[config.mk]
export PLATFORM = sky130hd
export DESIGN_NAME = midpoint_ellipse_raster_top
export DESIGN_NICKNAME = d
export VERILOG_FILES = /design/src/rtl/mer_pkg.sv /design/src/rtl/midpoint_ellipse_raster_top.sv /design/src/rtl/mer_ctrl.sv /design/src/rtl/mer_datapath.sv
export SDC_FILE = /design/constraint.sdc
export NUM_CORES = 1
export LEC_CHECK = 0
export BUFFER_PORTS_ARGS = -buffer_cell sky130_fd_sc_hd__buf_4
export CORE_ASPECT_RATIO = 1.2
export CORE_MARGIN = 4
export CORE_UTILIZATION = 55
export CTS_BUF_LIST = sky130_fd_sc_hd__clkbuf_8
export CTS_CLUSTER_SIZE = 40
export DETAILED_ROUTE_END_ITERATION = 8
export PLACE_DENSITY_LB_ADDON = 0.12
export SLEW_MARGIN = 40
export SYNTH_ARGS = -nofsm -noshare
export SYNTH_HDL_FRONTEND = slang
export SYNTH_HIERARCHICAL = 1
export SYNTH_SLANG_ARGS = --single-unit
[constraint.sdc]
create_clock -name clk -period 6.65 [get_ports clk]
set_input_delay 0.665 -clock clk [delete_from_list [all_inputs] [get_ports clk]]
set_output_delay 0.665 -clock clk [all_outputs]
set_load 0.02 [all_outputs]
[src/rtl/mer_pkg.sv]
`default_nettype none

package mer_pkg;

  // fixed field widths
  localparam int AXIS_W      = 5;
  localparam int COLOR_W     = 32;
  // squares and products of the semi-axes
  localparam int SQ_W        = 2 * AXIS_W;
  localparam int PR_W        = 3 * AXIS_W;
  // running offsets and decision terms
  localparam int STEP_W      = 7;
  localparam int DEC_W       = 24;
  // word limit per command and its counter width
  localparam int MAX_RESULTS = 46;
  localparam int CNT_W       = 6;

  // controller to datapath
  typedef struct packed {
    logic load;     // capture a command word
    logic square;   // a*a and b*b
    logic product;  // a*a*b and b*b*a
    logic init;     // region one start values, region two decision term
    logic step;     // emit one word and advance
  } cmd_t;

  // datapath to controller
  typedef struct packed {
    logic out_free;    // output register can take a word
    logic final_word;  // word about to be emitted closes the command
  } stat_t;

endpackage

`default_nettype wire

[src/rtl/midpoint_ellipse_raster_top.sv]
// Midpoint ellipse outline rasterizer.
// Input channel (in_valid/in_ready): one word per ellipse: center column and
// row, horizontal and vertical semi-axes (clamped to MAX_AXIS) and a color.
// Output channel (out_valid/out_ready): one word per midpoint step, holding
// the four symmetric points center +/- (x, y) and the color; out_last marks
// the final word of an ellipse. A command gives 1 to 46 words.
// The first word passes through the squares, products, start values and
// output register after the command is accepted.
// One output word per cycle while tracing, unless the receiver stalls; the
// rate is set by the single add-only step unit that keeps b*b*x and a*a*y
// as running sums.
// in_ready is high only while no ellipse is being traced; the next command
// may be accepted while the last word still waits in the output register.
// A stalled receiver holds the output register and freezes the walk; no word
// is lost or repeated.
// Reset (rst_n, synchronous, active low) returns the controller to idle and
// empties the output register.
`default_nettype none

module midpoint_ellipse_raster_top #(
  parameter int MAX_AXIS   = 31,
  parameter int COORD_BITS = 11
) (
  input  wire logic                           clk,
  input  wire logic                           rst_n,
  input  wire logic                           in_valid,
  output logic                                in_ready,
  input  wire logic [COORD_BITS-1:0]          in_center_x,
  input  wire logic [COORD_BITS-1:0]          in_center_y,
  input  wire logic [mer_pkg::AXIS_W-1:0]     in_semi_axis_x,
  input  wire logic [mer_pkg::AXIS_W-1:0]     in_semi_axis_y,
  input  wire logic [mer_pkg::COLOR_W-1:0]    in_pixel_color,
  output logic                                out_valid,
  input  wire logic                           out_ready,
  output logic signed [COORD_BITS+1:0]        out_right_x,
  output logic signed [COORD_BITS+1:0]        out_left_x,
  output logic signed [COORD_BITS+1:0]        out_lower_y,
  output logic signed [COORD_BITS+1:0]        out_upper_y,
  output logic [mer_pkg::COLOR_W-1:0]         out_color,
  output logic                                out_last
);

  mer_pkg::cmd_t  cmd;
  mer_pkg::stat_t stat;

  // sequencer
  mer_ctrl u_ctrl (
    .clk      (clk),
    .rst_n    (rst_n),
    .in_valid (in_valid),
    .in_ready (in_ready),
    .stat     (stat),
    .cmd      (cmd)
  );

  // arithmetic and output register
  mer_datapath #(
    .COORD_BITS (COORD_BITS),
    .MAX_AXIS   (MAX_AXIS)
  ) u_datapath (
    .clk            (clk),
    .rst_n          (rst_n),
    .cmd            (cmd),
    .stat           (stat),
    .in_center_x    (in_center_x),
    .in_center_y    (in_center_y),
    .in_semi_axis_x (in_semi_axis_x),
    .in_semi_axis_y (in_semi_axis_y),
    .in_pixel_color (in_pixel_color),
    .out_valid      (out_valid),
    .out_ready      (out_ready),
    .out_right_x    (out_right_x),
    .out_left_x     (out_left_x),
    .out_lower_y    (out_lower_y),
    .out_upper_y    (out_upper_y),
    .out_color      (out_color),
    .out_last       (out_last)
  );

endmodule

`default_nettype wire

[src/rtl/mer_ctrl.sv]
`default_nettype none

module mer_ctrl (
  input  wire logic          clk,
  input  wire logic          rst_n,
  input  wire logic          in_valid,
  output logic               in_ready,
  input  wire mer_pkg::stat_t stat,
  output mer_pkg::cmd_t      cmd
);

  localparam logic [2:0] ST_IDLE = 3'd0;
  localparam logic [2:0] ST_SQR  = 3'd1;
  localparam logic [2:0] ST_PROD = 3'd2;
  localparam logic [2:0] ST_INIT = 3'd3;
  localparam logic [2:0] ST_RUN  = 3'd4;

  logic [2:0] state_r;
  logic [2:0] state_nxt;

  assign in_ready = (state_r == ST_IDLE);

  // command decode and next state
  always_comb begin
    cmd       = '0;
    state_nxt = state_r;
    unique case (state_r)
      ST_IDLE: begin
        if (in_valid) begin
          cmd.load  = 1'b1;
          state_nxt = ST_SQR;
        end
      end
      ST_SQR: begin
        cmd.square = 1'b1;
        state_nxt  = ST_PROD;
      end
      ST_PROD: begin
        cmd.product = 1'b1;
        state_nxt   = ST_INIT;
      end
      ST_INIT: begin
        cmd.init  = 1'b1;
        state_nxt = ST_RUN;
      end
      ST_RUN: begin
        if (stat.out_free) begin
          cmd.step = 1'b1;
          if (stat.final_word) begin
            state_nxt = ST_IDLE;
          end
        end
      end
      default: begin
        state_nxt = ST_IDLE;
      end
    endcase
  end

  // state register
  always_ff @(posedge clk) begin
    if (!rst_n) begin
      state_r <= ST_IDLE;
    end else begin
      state_r <= state_nxt;
    end
  end

`ifndef NO_ASSERTIONS
  a_step_has_room: assert property (@(posedge clk) disable iff (!rst_n)
    cmd.step |-> stat.out_free)
    else $error("step issued with output register full");

  a_load_to_square: assert property (@(posedge clk) disable iff (!rst_n)
    cmd.load |=> (state_r == ST_SQR))
    else $error("load not followed by square");

  a_final_to_idle: assert property (@(posedge clk) disable iff (!rst_n)
    (cmd.step && stat.final_word) |=> (state_r == ST_IDLE))
    else $error("final word did not end the command");

  a_cmd_exclusive: assert property (@(posedge clk) disable iff (!rst_n)
    $onehot0(cmd))
    else $error("more than one datapath command");
`endif

endmodule

`default_nettype wire

[src/rtl/mer_datapath.sv]
`default_nettype none

module mer_datapath #(
  parameter int COORD_BITS = 11,
  parameter int MAX_AXIS   = 31
) (
  input  wire logic                                clk,
  input  wire logic                                rst_n,
  input  wire mer_pkg::cmd_t                       cmd,
  output mer_pkg::stat_t                           stat,
  input  wire logic [COORD_BITS-1:0]               in_center_x,
  input  wire logic [COORD_BITS-1:0]               in_center_y,
  input  wire logic [mer_pkg::AXIS_W-1:0]          in_semi_axis_x,
  input  wire logic [mer_pkg::AXIS_W-1:0]          in_semi_axis_y,
  input  wire logic [mer_pkg::COLOR_W-1:0]         in_pixel_color,
  output logic                                     out_valid,
  input  wire logic                                out_ready,
  output logic signed [COORD_BITS+1:0]             out_right_x,
  output logic signed [COORD_BITS+1:0]             out_left_x,
  output logic signed [COORD_BITS+1:0]             out_lower_y,
  output logic signed [COORD_BITS+1:0]             out_upper_y,
  output logic [mer_pkg::COLOR_W-1:0]              out_color,
  output logic                                     out_last
);

  localparam int OUT_W  = COORD_BITS + 2;
  localparam int AW     = mer_pkg::AXIS_W;
  localparam int SW     = mer_pkg::STEP_W;
  localparam int DW     = mer_pkg::DEC_W;
  localparam int QW     = mer_pkg::SQ_W;
  localparam int PW     = mer_pkg::PR_W;
  localparam int CW     = mer_pkg::CNT_W;
  localparam int AXIS_P = AW + 1;

  // command word
  logic [COORD_BITS-1:0]     cx_r, cy_r;
  logic [AW-1:0]             a_r, b_r;
  logic [mer_pkg::COLOR_W-1:0] color_r;
  // squares and products
  logic [QW-1:0]             a2_r, b2_r;
  logic [PW-1:0]             pa_r, qb_r;
  logic signed [DW-1:0]      d2i_r;
  // walk state: p = b*b*x, q = a*a*y
  logic signed [SW-1:0]      x_r, y_r;
  logic signed [DW-1:0]      d_r, p_r, q_r;
  logic                      reg2_r;
  logic                      zero_r;
  logic [CW-1:0]             cnt_r;
  logic                      out_valid_r;

  logic [AW-1:0]             a_sat, b_sat;
  logic signed [DW-1:0]      a2e, b2e, pae, qbe;
  logic signed [SW-1:0]      x_nxt, y_nxt;
  logic signed [DW-1:0]      d_nxt, p_nxt, q_nxt;
  logic signed [DW-1:0]      d_adj;
  logic                      test_nxt;
  logic                      final_word;

  // semi-axis clamp
  assign a_sat = ({1'b0, in_semi_axis_x} > AXIS_P'(MAX_AXIS)) ? AW'(MAX_AXIS) : in_semi_axis_x;
  assign b_sat = ({1'b0, in_semi_axis_y} > AXIS_P'(MAX_AXIS)) ? AW'(MAX_AXIS) : in_semi_axis_y;

  assign a2e = $signed({{(DW-QW){1'b0}}, a2_r});
  assign b2e = $signed({{(DW-QW){1'b0}}, b2_r});
  assign pae = $signed({{(DW-PW){1'b0}}, pa_r});
  assign qbe = $signed({{(DW-PW){1'b0}}, qb_r});

  // one midpoint step, with the loop test of the following step
  always_comb begin
    x_nxt = x_r;
    y_nxt = y_r;
    p_nxt = p_r;
    q_nxt = q_r;
    d_adj = d_r;
    if (!reg2_r) begin
      if (!d_r[DW-1]) begin
        d_adj = d_r + (a2e <<< 2) - (q_r <<< 2);
        y_nxt = y_r - SW'(1);
        q_nxt = q_r - a2e;
      end
      d_nxt    = d_adj + (p_r <<< 2) + (b2e <<< 2) + (b2e <<< 1);
      x_nxt    = x_r + SW'(1);
      p_nxt    = p_r + b2e;
      test_nxt = (p_nxt <= q_nxt);
    end else begin
      if (!d_r[DW-1]) begin
        d_adj = d_r + (b2e <<< 2) - (p_r <<< 2);
        x_nxt = x_r - SW'(1);
        p_nxt = p_r - b2e;
      end
      d_nxt    = d_adj + (q_r <<< 2) + (a2e <<< 2) + (a2e <<< 1);
      y_nxt    = y_r + SW'(1);
      q_nxt    = q_r + a2e;
      test_nxt = (q_nxt <= p_nxt);
    end
  end

  // a region one exit hands over to region two, which emits at least once unless the word limit is reached
  assign final_word = zero_r || (cnt_r == CW'(mer_pkg::MAX_RESULTS - 1)) ||
                      (reg2_r && !test_nxt);

  assign stat.out_free   = !out_valid_r || out_ready;
  assign stat.final_word = final_word;

  // command capture and setup arithmetic
  always_ff @(posedge clk) begin
    if (cmd.load) begin
      cx_r    <= in_center_x;
      cy_r    <= in_center_y;
      a_r     <= a_sat;
      b_r     <= b_sat;
      color_r <= in_pixel_color;
    end
    if (cmd.square) begin
      a2_r <= QW'(a_r * a_r);
      b2_r <= QW'(b_r * b_r);
    end
    if (cmd.product) begin
      pa_r <= PW'(b2_r * a_r);
      qb_r <= PW'(a2_r * b_r);
    end
    if (cmd.init) begin
      d2i_r <= (a2e <<< 1) + b2e - (pae <<< 1);
    end
  end

  // walk registers
  always_ff @(posedge clk) begin
    if (cmd.init) begin
      x_r    <= '0;
      y_r    <= $signed({{(SW-AW){1'b0}}, b_r});
      d_r    <= (b2e <<< 1) + a2e - (qbe <<< 1);
      p_r    <= '0;
      q_r    <= qbe;
      reg2_r <= 1'b0;
      zero_r <= (a_r == '0) && (b_r == '0);
      cnt_r  <= '0;
    end else if (cmd.step) begin
      cnt_r <= cnt_r + CW'(1);
      if (!reg2_r && !test_nxt) begin
        x_r    <= $signed({{(SW-AW){1'b0}}, a_r});
        y_r    <= '0;
        d_r    <= d2i_r;
        p_r    <= pae;
        q_r    <= '0;
        reg2_r <= 1'b1;
      end else begin
        x_r <= x_nxt;
        y_r <= y_nxt;
        d_r <= d_nxt;
        p_r <= p_nxt;
        q_r <= q_nxt;
      end
    end
  end

  // output word register
  always_ff @(posedge clk) begin
    if (cmd.step) begin
      out_right_x <= $signed({2'b00, cx_r}) + OUT_W'(x_r);
      out_left_x  <= $signed({2'b00, cx_r}) - OUT_W'(x_r);
      out_lower_y <= $signed({2'b00, cy_r}) + OUT_W'(y_r);
      out_upper_y <= $signed({2'b00, cy_r}) - OUT_W'(y_r);
      out_color   <= color_r;
      out_last    <= final_word;
    end
  end

  always_ff @(posedge clk) begin
    if (!rst_n) begin
      out_valid_r <= 1'b0;
    end else if (cmd.step) begin
      out_valid_r <= 1'b1;
    end else if (out_ready) begin
      out_valid_r <= 1'b0;
    end
  end

  assign out_valid = out_valid_r;

endmodule

`default_nettype wire

---- Yosys cells after proc, flatten, opt, wreduce, memory -nomap -nowiden ----
Index checks and enable logic that the tools add are counted.
operators by class
  magnitude comparators ................... 2
  add/subtract/negate cells ............... 27
  multiply operators ...................... 4
  shifts and indexed selects .............. 0
  multiplexer cells ....................... 40
  eq/ne operators ......................... 11
  bitwise operators ....................... 0
  reductions and logical operators ........ 19
  divide/modulo/power cells ............... 0
operator list
  cell                                              number
  two-way mux 24 bit                                16
  adder 24 x 13 -> 24 bit                           4
  adder 24 x 11 -> 24 bit                           2
  adder 24 x 12 -> 24 bit                           2
  adder 24 bit                                      2
  <= comparator 24 bit                              2
  subtractor 24 x 11 -> 24 bit                      2
  subtractor 24 x 17 -> 24 bit                      2
  subtractor 24 bit                                 2
  two-way mux 7 bit                                 6
  multiplier 10 x 5 -> 15 bit                       2
  two-way mux 15 bit                                2
  adder 12 x 7 -> 13 bit                            2
  subtractor 12 x 7 -> 13 bit                       2
  adder 11 x 10 -> 12 bit                           2
  multiplier 5 x 5 -> 10 bit                        2
  case mux 3 bit (5 select lines)                   1
  adder 7 x 2 -> 7 bit, second input constant       2
  subtractor 7 x 2 -> 7 bit, second input constant  2
  logical NOT 5 bit                                 2
  two-way mux 1 bit                                 10
  two-way mux 5 bit                                 2
  two-way mux 3 bit                                 3
  AND reduction 2 bit                               4
  15 further kinds                                  25
storage, ports and cells
  bits of input ports ..................... 68
  memories ................................ 0
  latch bits .............................. 0
  register bits after elaboration ......... 321
  RAM bits ................................ 0
  memory bits (read-only) ................. 0
  output and inout bits ................... 87
  word-level logic and storage cells ...... 131

---- Logic depth before layout (Yosys ltp) ----
Gate-level depths: netlist of the first run.
  depth after elaboration ................. 11
  gate-level depth with buffers ........... 27
  mapped depth without buffers ............ 27

---- Hierarchy ----
Netlist of the first run, hierarchy kept.
by module, submodules not included
  module        instances  seq. area each (µm²)  area an instance (µm²)  cells each
  mer_datapath  1          8,658.3               28,417.3                2,980
  mer_ctrl      1          60.1                  157.7                   17

---- Least setup slack after synthesis of the first run ----
No wires, ideal clock.
  path kind ............................... flip-flop to flip-flop
  start ................................... register u_datapath.a2_r[0]
  end ..................................... register u_datapath.d_r[22], data pin
  cell stages (with the launch flop) ...... 26
  arrival ................................. 5.714 ns
  required time ........................... 6.370 ns
  clock period less this slack ............ 5.993 ns
  path slack .............................. 0.657 ns
  setup time .............................. 0.280 ns
  buffers on the path ..................... 0
  path through ............................ edfxtp_1 > inv_1 > fa_1 > inv_1 > ha_1 > o21bai_1 > a21oi_1 > o21bai_1 > a2111oi_1 > o31ai_1 > a21oi_1 > o21ai_0 > xnor2_1 > o21ai_0 > ha_1 > ha_1 > ha_1 > a31oi_1 > o21ai_0 > a211oi_1 > o21ai_0 > o41ai_1 > o21ai_0 > xor2_1 > a22oi_1 > o21ai_0
on the way
  cells in the longest elaborated chain, start to end .. 11
  elaborated cells on any way between the ends .. 24
  those cells by class .................... add/sub: 11; order compare: 2; mux: 9; reduce/logical: 2
RTL lines
  item                      RTL line             text
  start: declaration        mer_datapath.sv:40   logic [QW-1:0] a2_r, b2_r;
  start signal: assignment  mer_datapath.sv:115  a2_r <= QW'(a_r * a_r);
  adder 24 x 13 -> 24 bit   mer_datapath.sv:77   d_adj = d_r + (a2e <<< 2) - (q_r <<< 2);
  subtractor 24 bit         mer_datapath.sv:77
  two-way mux 24 bit        mer_datapath.sv:76   if (!d_r[DW-1]) begin
  two-way mux 24 bit        mer_datapath.sv:75   if (!reg2_r) begin
  adder 24 bit              mer_datapath.sv:81   d_nxt = d_adj + (p_r <<< 2) + (b2e <<< 2) + (b2e <<< 1);
  adder 24 x 13 -> 24 bit   mer_datapath.sv:81
  adder 24 x 12 -> 24 bit   mer_datapath.sv:81
  two-way mux 24 bit        mer_datapath.sv:75
  two-way mux 24 bit        mer_datapath.sv:140  if (!reg2_r && !test_nxt) begin
  two-way mux 24 bit        mer_datapath.sv:138  end else if (cmd.step) begin
  two-way mux 24 bit (*)    mer_datapath.sv:129  if (cmd.init) begin
  end signal: assignment    mer_datapath.sv:132  d_r <= (b2e <<< 1) + a2e - (qbe <<< 1);
  end signal: assignment    mer_datapath.sv:143  d_r <= d2i_r;
  end signal: assignment    mer_datapath.sv:150  d_r <= d_nxt;
  end: declaration          mer_datapath.sv:45   logic signed [DW-1:0] d_r, p_r, q_r;
Mark *: on every way between the ends. The rest lies on a longest branch, timed or not. The select of a mux whose other input is x is not followed.
A chain may end at the register's enable or synchronous reset.

---- Final worst setup path of the first run ----
  start ................................... register u_datapath.q_r[0]
  end ..................................... register u_datapath.d_r[22], data pin
on the way
  cells in the longest elaborated chain, start to end .. 10
  elaborated cells on any way between the ends .. 22
  those cells by class .................... add/sub: 9; order compare: 2; mux: 9; reduce/logical: 2
RTL lines
  item                                                                      RTL line                                 text
  start: declaration                                                        mer_datapath.sv:45
  start signal: assignment                                                  mer_datapath.sv:134                      q_r <= qbe;
  start signal: assignment                                                  mer_datapath.sv:152                      q_r <= q_nxt;
  subtractor 24 bit / subtractor 24 x 11 -> 24 bit (equally long branches)  mer_datapath.sv:77, mer_datapath.sv:79
  two-way mux 24 bit                                                        mer_datapath.sv:76
  two-way mux 24 bit                                                        mer_datapath.sv:75
  adder 24 bit / <= comparator 24 bit (equally long branches)               mer_datapath.sv:81, mer_datapath.sv:84
  adder 24 x 13 -> 24 bit / two-way mux 1 bit (equally long branches)       mer_datapath.sv:81, mer_datapath.sv:75
  adder 24 x 12 -> 24 bit / logical NOT 1 bit (equally long branches)       mer_datapath.sv:81, mer_datapath.sv:140
  two-way mux 24 bit / logical AND 1 bit (equally long branches)            mer_datapath.sv:75, mer_datapath.sv:140
  two-way mux 24 bit (*)                                                    mer_datapath.sv:140
  two-way mux 24 bit (*)                                                    mer_datapath.sv:138
  two-way mux 24 bit (*)                                                    mer_datapath.sv:129
Marks and branches as above.

==> flow_metrics.tcl, run 1 <==
set metrics [dict create \
    synthCells 2997 \
    coreArea_um2 51500 \
    cp-start-kind "flip-flop" \
    power.total_mw 15.0 \
    place_inst 3843 \
    gr-usage-met2_pct 52.0 \
    yosys.area.top_type "edfxtp_1" \
    reg2regPathDepth 26 \
    finalNonFillerCells 3934 \
    ys_ff_latch 308 \
    endpoint_kind "flip-flop" \
    power_frac_clock_pct 10.9 \
    hp-class "in -> reg" \
    use_met1_pct 36.2 \
    post-route-period-util_pct 97.5 \
    ys_warn_count 6 \
    syn_avg_cell_area_um2 9.53 \
    pin_count 155 \
    path_clk_slew_ps 60 \
    async_reset_ff_share_pct 0 \
    slew_headroom_pct 46.2 \
    use_met3_pct 4.38 \
    critPathMaxFanout 4 \
    n_antenna_cell 0 \
    clk_latency_ps 710 \
    ys.flop_type "edfxtp_1" \
    post_cts_buffers 0 \
    rows 91 \
    grt_overflow_total 0 \
    synth_top_area_share_pct 26.8 \
    place_hpwl_mm 68.2 \
    routed_wl_mm 85.5 \
    hold_viol 0 \
    synth.distinct_cells 74 \
    cap_viol_max_count 0 \
    nets 3788 \
    via_per_inst 5.85 \
    fmax_mhz 154 \
    start_util_pct 55.5 \
    synth_commonest_cells "398 x ha_1, 318 x inv_1, 255 x edfxtp_1" \
    ir_worst_vdd_v 0.000345 \
    grt_usage_pct 30.2 \
    leakagePower_nw 14.3 \
    yosysSeqAreaShare_pct 30.5 \
    first_pass_iters 6 \
    place.gp.congestion 0.995 \
    p_per_area_nw_per_um2 469 \
    r2r_start "u_datapath/q_r[0]$_DFFE_PP_" \
    tightestPinTransition_ps 804 \
    fp.dieW_um 216 \
    cts_tree "built" \
    internal-power_mw 7.74 \
    area_delta_synth_final_pct 11.8 \
    hold_buffers 0 \
    antenna_found_initial 1 \
    cts.sinks 308 \
    skew_ps 69.4 \
    fill_cells 4526 \
    dieHeight_um 258 \
    p_comb_share_pct 69.2 \
    slew_viol_final 0 \
    wl_per_cell_um 21.7 \
    htree_levels 2 \
    top_usage_layer "met2" \
    syn_nets 3584 \
    finalWorstPathRequiredPeriod_ps 6480 \
    final_antenna_net_count 0 \
    final-setup-viol-count 0 \
    grt_max_degree 71 \
    swShare_pct 48.4 \
    setup.worst_path.class "reg -> reg" \
    drc 0 \
    synth_area_leaders "edfxtp_1 27%, ha_1 17%, fa_1 8.5%" \
    synth.most_common_cell "ha_1" \
    place.port_buffers 154 \
    grt_pass1_wl_mm 131 \
    drive_above_1_share_pct 10.9 \
    cts_inserted_buffers 53 \
    clockBufferDepth 3 \
    dieArea_um2 55700 \
    cts_root_buffer "clkbuf_8" \
    cts_resized 0 \
    p_switching_mw 7.25 \
    hold-path-cell-count 1 \
    status "finished, final reports clean" \
    first_iter_violations 1615 \
    arrival_ps 6860 \
    seqPwrFrac_pct 20.0 \
    min_from "in_pixel_color[29]" \
    dr_total_vias 23000 \
    required_ps 7030 \
    syn_area_um2 28600 \
    grt_setup_unrepaired "true" \
    synth-edff-count 255 \
    grt_pass1_vias 23100 \
    worstSetupStartpoint "u_datapath/q_r[0]$_DFFE_PP_" \
]
==> final timing paths <==
check / end / slack (ps)
worst max-delay path: u_datapath/d_r[22]$_DFFE_PP_ / 170
worst min-delay path: u_datapath/color_r[29]$_DFFE_PP_ / 190
worst max register to register: u_datapath/d_r[22]$_DFFE_PP_ / 170
worst min register to register: u_datapath/out_color[11]$_DFFE_PP_ / 410
==> power by group through the flow <==
stage	sequential, mW	clock (mW)	combinational, mW
final	2.99	1.63	10.4
after global routing	3.01	1.77	11.4
after CTS	2.99	1.68	10.2
after detailed placement	3.02	0	10.1
after global placement	3.02	0	9.91
after floorplan	2.84	0	7.41
==> state kept, by name (all words and copies together), names as in the netlist, 9 cells and up <==
register and cells:
u_datapath/cy_r 11, u_datapath/out_color 32, u_datapath/b2_r 9, u_datapath/a2_r 9
u_datapath/out_upper_y 12, u_datapath/qb_r 15, u_datapath/out_right_x 13, u_datapath/out_left_x 12
u_datapath/d2i_r 16, u_datapath/p_r 24, u_datapath/color_r 32, u_datapath/pa_r 15
u_datapath/out_lower_y 13, u_datapath/cx_r 11, u_datapath/d_r 23, u_datapath/q_r 24
==> cell families after synthesis <==
group / after synthesis / synth area share [%]
and+or+nand+nor: 741 / 12.7
AOI/OAI and AO/OA: 716 / 15.9
adders and majority gates: 519 / 25.9
buffers and inverters: 415 / 5.59
DFF: 308 / 30.5
xor gates and xnor gates: 253 / 7.75
muxes: 45 / 1.63
==> metal layers <==
layer  part of all wire (%)  wire [um]
met4                    6.8       5850
met2                     49      41700
met1                     39      33300
met3                    5.4       4650
met5                  0.016         14
==> worst max-delay path, stage by stage (launching register included) <==
cell,delay (ps)
edfxtp_1,440
fa_1,510
inv_1,50
ha_1,310
o21bai_1,70
a21oi_1,240
o21bai_1,140
a2111oi_1,410
buf_4,190
o31ai_1,120
a21oi_1,270
o21ai_0,150
xnor2_1,150
o21ai_0,200
ha_1,270
ha_1,200
ha_1,340
a21o_1,190
a31oi_2,220
o21ai_0,210
a211oi_2,310
o21ai_0,230
o41ai_2,340
o21ai_0,170
xor2_1,160
a22oi_1,210
o21ai_0,100
==> metrics by stage <==
| stage | instance area, um2 | hold WS, ps | setup WS, ps | TNS [ps] | util, % |
|---|---|---|---|---|---|
| after floorplan | 28600 | 400 | 657 | 0 | - |
| after global placement | 30900 | 400 | 123 | 0 | 60.1 |
| after detailed placement | 31000 | 405 | 66.6 | 0 | 60.2 |
| after CTS | 31900 | 129 | 11.3 | 0 | 62.0 |
| after global routing | 31900 | 139 | -194 | -196 | 62.1 |
| final | 31900 | 186 | 166 | 0 | 62.1 |
==> area by class of cell <==
cell class              instances  area [um2]  share of cell area, %
flip-flops and latches        308        8720                   27.3
repair buffers                240        1860                   5.83
well taps                     697         872                   2.73
multi-input cells            2274       18300                   57.4
clock inverters                38         208                  0.650
inverters                     324        1220                   3.81
clock buffers                  53         729                   2.28
==> placed cells by master, fill, tap and decap left out, drive strengths merged, types with 41 or more instances in the layout <==
cell type	Yosys	routed
ha	398	398
inv	318	340
edfxtp	255	255
buf	20	240
a21oi	205	205
nand2	199	199
nor2	188	188
xnor2	174	174
o21ai	166	166
fa	121	121
xor2	79	79
and2	74	74
nor3	60	60
a21o	59	59
clkbuf	71	53
dfxtp	53	53
o21bai	43	43
nor2b	41	41
(Power assumes the default switching activity.)
==> run 2: changes to the inputs <==
Settings changed: BUFFER_PORTS_ARGS -buffer_cell sky130_fd_sc_hd__buf_4 to not set, DONT_BUFFER_PORTS set to 1, PLACE_DENSITY set to 0.75, PLACE_DENSITY_LB_ADDON 0.12 to not set.
Clock period 6.65 ns to 6.07 ns, I/O delays scaled along.
==> run 2 against run 1 <==
First-iteration DRC count up 15%. Clock-buffer cell count up 4. Sequential power up 7.7%. Worst hold slack worse by 140 ps. Sequential share of layout area down 0.22 points. Worst setup slack about the same. Clock skew down 40 ps. Utilization up 0.50 points. Highest routed layer unchanged.
==> flow_metrics.tcl, run 2 (same netlist as run 1, synthesis figures left out) <==
set metrics [dict create \
    status "finished, final reports clean" \
    reg2regPathDepth 28 \
    slew_viol_final 0 \
    final_cell_mix "387 x ha_1, 324 x inv_1, 255 x edfxtp_1" \
    clockBufferDepth 3 \
    mostFrequentLayoutCell "ha_1" \
    arrival_ps 6280 \
    cts_root_buffer "clkbuf_8" \
    required_ps 6450 \
    fill_cells 4225 \
    skew_ps 29.2 \
    routed_wl_mm 85.0 \
    worstHoldEndpoint "u_datapath/cx_r[1]$_DFFE_PP_" \
    fmax_mhz 169 \
    fp.dieW_um 216 \
    cts_inserted_buffers 54 \
    hp-class "in -> reg" \
    cp-start-kind "flip-flop" \
    r2r_slack_ps 170 \
    place.gp.congestion 0.990 \
    min_from "in_center_x[1]" \
    rows 91 \
    nets 3743 \
    ir_worst_vdd_v 0.000347 \
    via_per_inst 5.99 \
    setup.worst_path.class "reg -> reg" \
    final_antenna_net_count 0 \
    grt_pass1_vias 23900 \
    top_regs "u_datapath/color_r (32), u_datapath/out_color (32)" \
    power.total_mw 17.4 \
    p_per_area_nw_per_um2 540 \
    clk_latency_ps 670 \
    post-route-period-util_pct 97.3 \
    critPathMaxStageDelay_ps 510 \
    start_util_pct 55.5 \
    tns_ps 0 \
    n_antenna_cell 0 \
    coreArea_um2 51500 \
    area_delta_synth_final_pct 12.7 \
    final-setup-viol-count 0 \
    r2r-end "u_datapath/d_r[22]$_DFFE_PP_" \
    path_common_cell "buf_4" \
    pin_count 155 \
    wl_per_cell_um 21.8 \
    tightestPinTransition_ps 877 \
    first_iter_violations 1854 \
    r2r_start "u_datapath/b2_r[2]$_DFFE_PP_" \
    dieHeight_um 258 \
    place.port_buffers 0 \
    leakagePower_nw 14.1 \
    slew_headroom_pct 41.6 \
    first_pass_iters 6 \
    cts.sinks 308 \
    grt_usage_pct 29.8 \
    path_clk_slew_ps 70 \
    multi_input_area_um2 18600 \
    antenna_found_initial 1 \
    grt_max_degree 66 \
    cap_viol_max_count 0 \
    cts_tree "built" \
    drive_above_1_share_pct 10.0 \
    endpoint_kind "flip-flop" \
    place_hpwl_mm 65.4 \
    hold-path-cell-count 0 \
    grt_pass1_wl_mm 131 \
    critPathMaxFanout 20 \
    crit_slowest_cell "or4_1" \
    grt_overflow_total 0 \
    dr_total_vias 23300 \
    ff_latch_area_um2 8720 \
    hold_viol 0 \
    postLayoutCoreUtil_pct 62.6 \
    drc 0 \
    htree_levels 2 \
    dieArea_um2 55700 \
    finalWorstPathRequiredPeriod_ps 5900 \
]
-- run 2: per-stage QoR --
step	cell area [um2]	std cells	setup WS, ps	hold slack (ps)
detailed placement	30100	3738	-115	405
floorplan	28600	2997	76.6	400
CTS	31800	3892	28.1	1.18
global route	32200	3899	-75.9	7.97
finish	32200	3899	167	46.4
global placement	30100	3738	-84.5	400
-- run 2: repair_timing --
action	in CTS	in global routing
hold buffers	52	0
endpoints found under the setup margin	3	45
pin swaps	0	47
gates resized for setup	6	74
buffers inserted	0	7
hold endpoints to repair	52	0
-- run 2: critical path: cells and delay by family (launching register included) --
family | cells | cell delay [ps]
xor+xnor | 1 | 250
compound gates | 9 | 1310
flops | 1 | 430
buf+inv | 9 | 1610
simple gates | 7 | 1410
fa+ha+maj | 2 | 600
-- run 2: area by class of cell --
class | count | area share, %
clock inverters | 45 | 1.10
flip-flops and latches | 308 | 27.1
well taps | 697 | 2.71
inverters | 324 | 3.78
multi-input cells | 2274 | 57.8
clock buffers | 57 | 2.44
repair buffers | 194 | 5.05
-- run 2: how the worst max path moves through the flow --
stage                                      start                           end  slack, ps  cells past startpoint
floorplan           u_datapath/a2_r[0]$_DFFE_PP_  u_datapath/d_r[22]$_DFFE_PP_         80                     25
global placement    u_datapath/a2_r[0]$_DFFE_PP_  u_datapath/d_r[22]$_DFFE_PP_        -80                     27
detailed placement   u_datapath/d_r[2]$_DFFE_PP_  u_datapath/d_r[22]$_DFFE_PP_       -120                     28
CTS                 u_datapath/a2_r[0]$_DFFE_PP_  u_datapath/d_r[22]$_DFFE_PP_         30                     27
global route         u_datapath/d_r[2]$_DFFE_PP_  u_datapath/d_r[23]$_DFFE_PP_        -80                     29
finish              u_datapath/b2_r[2]$_DFFE_PP_  u_datapath/d_r[22]$_DFFE_PP_        170                     28
-- run 2: per-layer routing --
layer | share of wire (%) | GRT usage (%) | up-vias
li1 | - | - | 10900
met1 | 38 | 34.0 | 11100
met2 | 48 | 52.4 | 990
met3 | 5.2 | 3.66 | 330
met4 | 8.6 | 20.1 | 2
met5 | 0.011 | 0 | -
-- run 2: power by group --
group	total [mW]	switching [mW]	internal (mW)	leakage, nW
Combinational	12.1	6.90	5.21	10.7
Clock	2.05	0.979	1.07	0.613
Sequential	3.22	0.371	2.85	2.78
Total	17.4	8.25	9.13	14.1
